===== src/rtl/core/fmprc_ram.sv =====
// Generic simple dual-port RAM: one write port, one read port, registered read.
// No dependencies.
`default_nettype none

module fmprc_ram #(
  parameter int WIDTH = 8,
  parameter int DEPTH = 16
) (
  input  wire logic                                    clk,
  input  wire logic                                    wr_en,
  input  wire logic [((DEPTH > 1) ? $clog2(DEPTH) : 1)-1:0] wr_addr,
  input  wire logic [WIDTH-1:0]                        wr_data,
  input  wire logic                                    rd_en,
  input  wire logic [((DEPTH > 1) ? $clog2(DEPTH) : 1)-1:0] rd_addr,
  output logic      [WIDTH-1:0]                        rd_data
);

  logic [WIDTH-1:0] mem [DEPTH];

  always_ff @(posedge clk) begin
    if (wr_en) begin
      mem[wr_addr] <= wr_data;
    end
    if (rd_en) begin
      rd_data <= mem[rd_addr];
    end
  end

endmodule

`default_nettype wire


===== config.mk =====
export PLATFORM = sky130hd
export DESIGN_NAME = fmprc_ram
export DESIGN_NICKNAME = d
export VERILOG_FILES = /design/src/rtl/core/fmprc_ram.sv
export SDC_FILE = /design/constraint.sdc
export NUM_CORES = 1
export LEC_CHECK = 0
export BUFFER_PORTS_ARGS = -buffer_cell sky130_fd_sc_hd__buf_2
export CAP_MARGIN = 0
export CORE_UTILIZATION = 63
export CTS_BUF_LIST = sky130_fd_sc_hd__clkbuf_4 sky130_fd_sc_hd__clkbuf_8
export DETAILED_ROUTE_END_ITERATION = 10
export PLACE_DENSITY = 0.89
export SLEW_MARGIN = 20
export SYNTH_ARGS = -nofsm -noshare
export SYNTH_HDL_FRONTEND = slang
export SYNTH_SLANG_ARGS = --single-unit

===== constraint.sdc =====
create_clock -name clk -period 2.65 [get_ports clk]
set_input_delay 0.53 -clock clk [delete_from_list [all_inputs] [get_ports clk]]
set_output_delay 0.53 -clock clk [all_outputs]
set_load 0.05 [all_outputs]

==> reports/results.ini <==
[logic_synthesis]
synthCells = 229
syn_avg_cell_area_sq_um = 22.83
yosysWarnings = 0
synth_cell_types = 18
synth_most_common_cell = edfxtp_1
synth_enable_flop_cells = 136
synth_top_cell_by_area = edfxtp_1
synth_common_cells = 136 x edfxtp_1, 18 x mux4_2, 16 x a22oi_1
synth_nets = 248
netlist_area_sq_um = 5228
synth_top_area_share_pct = 78.12
synth-seq-cells = 136
synth-seq-area-share_pct = 78.12
synthTopCellsByArea = edfxtp_1 78%, mux4_2 7.8%, mux4_1 7.0%
synth_ff_type = edfxtp_1
synthArstFlopShare_pct = 0

[global_route]
first_global_vias = 2599
grt.overflow.total = 0
antenna_found_initial = 0
grtUsageTotal_pct = 25.86
grt_max_degree = 33
grt_first_pass_wirelength_mm = 15.03

[clock_tree]
hold_buffers = 0
clkTransAtPathRegs_ns = 0.08
cts.repair.resized = 0
htreeDepth = 4
clockRootBuffer = clkbuf_8
cts_buffer_depth = 2
cts_tree = yes
clock_latency_ns = 0.42
clock-sinks = 136
post_cts_buffers = 0
cts_buffers = 17

[floorplan]
dieArea_sq_um = 8666
boundaryPins = 27
row_count = 32
dieHeight_um = 93.09
core_area_sq_um = 7888
initial_utilization_pct = 66.28
die_w_um = 93.09

[sta]
timing.final.crit_share_pct = 64.74
setup-violations-final = 0
tightestPinTransition_ns = 0.7524
finClkSkew_ns = 0.01054
slew_viol_final = 0
min_period_ns = 1.716
hold_viol_final = 0
final.setup.tns_ns = 0
rsz0062_at_grt = no
slew_headroom_pct = 49.73
fmax_mhz = 582.9

[detailed_routing]
ant_nets = 0
firstDrtPassIters = 5
post_drt_wl_per_cell_um = 24.83
drt-total-wl_mm = 9.858
drt_iter0_drc = 289
via_count = 2561
drcViolationCount = 0
via_per_inst = 6.451

[final_layout]
final_area_sq_um = 5948
syn2layout_area_growth_pct = 13.79
nNetsFinal = 301
drive_gt1_share_pct = 32.20
n_antenna_cell = 0

[min_path]
hp-class = input port to register
holdPathStages = 1

[pwr]
p_leak_uw = 0.002012
power_frac_comb_pct = 5.8
swShare_pct = 22.22
peakVddDrop_v = 0.0005083
power_density_nw_per_um2 = 727.9
p_int_uw = 3368
seqPwrFrac_pct = 56.2
p_clk_share_pct = 37.9
power.switching_uw = 962.1

[worst_setup_path]
arrival_ns = 1.90
path_class = input port to register
crit_path_end_kind = register
critical_path_required_ns = 2.83
path_max_fanout = 32
cp-start-kind = input port
r2r_cells = 3

[run_status]
status = completed

[placement]
io_buffer_count = 26
gp_congestion = 0.7366
hpwlAfterDp_mm = 6.200
placed_cell_area_sq_um = 5559

[run]
maxCapViolCount = 0

## cells in the final DEF (no fill, tap or decap)
master,n
mux4_2,18
clkbuf_8,17
nand3_1,1
clkinv_4,2
clkinvlp_4,2
bufinv_16,2
edfxtp_1,136
buf_2,26
mux4_1,14
nor2b_1,1
nor2_1,13
nand2b_1,2
clkinv_2,4
or3b_2,1
a22oi_1,16
nand2_1,9
and2b_1,1
nand3b_1,2
inv_6,4
buf_4,16
and2_1,1
clkbuf_4,1
nor3_1,4
buf_12,2
## final timing paths
kind	startpoint	end	slack [ns]
max	rd_addr[0]	rd_data[1]$_DFFE_PP_	0.93
min	rd_en	rd_data[0]$_DFFE_PP_	0.48
max reg2reg	mem[1][1]$_DFFE_PP_	rd_data[1]$_DFFE_PP_	1.11
min reg2reg	mem[12][0]$_DFFE_PP_	rd_data[0]$_DFFE_PP_	0.77
## power by group through the flow
stage | registers [uW] | logic (uW) | clock network (uW)
after floorplan | 2510 | 122 | 0
final | 2430 | 253 | 1640
after detailed placement | 2480 | 253 | 0
after global routing | 2440 | 271 | 1760
after CTS | 2440 | 255 | 1660
after global placement | 2480 | 244 | 0
## cells by family after synthesis
logic type	Yosys count	share of synthesized area (%)
AND/OR/NAND/NOR	35	3.136
multiplexers	32	14.79
buffers and inverters	10	1.651
flip-flops	136	78.12
AO/OA/AOI/OAI	16	2.298
## area by class of cell
cell class	count	area (sq um)
sequential	136	4084
fill	412	1939
multi-input combinational	83	1057
timing repair buffer	44	290.3
clock buffer	18	241.5
clock inverter	14	147.6
tap	102	127.6
## registers in the layout (all words and copies together), names as in the netlist
signal,count
rd_data,8
mem,128
## metal layers
layer	vias to the layer above	track usage (%)	share of wire (%)	wire length [um]
met5	-	0	0	0
met4	0	8.077	2.3	226
met3	22	7.073	7.8	771
met2	149	42.03	53	5178
met1	1305	34.85	37	3681
li1	1085	-	-	-
## worst max-delay path: stages
cell,delay (ns)
buf_2,0.10
buf_12,0.24
mux4_1,0.61
a22oi_1,0.32
nand2_1,0.09
## per-stage QoR
| stage | setup slack (ns) | instances | total power (uW) | hold WS (ns) | util (%) |
|---|---|---|---|---|---|
| after detailed placement | 0.5116 | 365 | 2736 | 0.7505 | 70.48 |
| after CTS | 0.9300 | 397 | 4352 | 0.4628 | 75.41 |
| after global routing | 0.8827 | 397 | 4468 | 0.4561 | 75.41 |
| after global placement | 0.5479 | 365 | 2722 | 0.7241 | 70.48 |
| final | 0.9345 | 397 | 4330 | 0.4768 | 75.41 |
| after floorplan | 0.6271 | 229 | 2637 | 0.6289 | - |
Power figures use the tool's default switching activity.
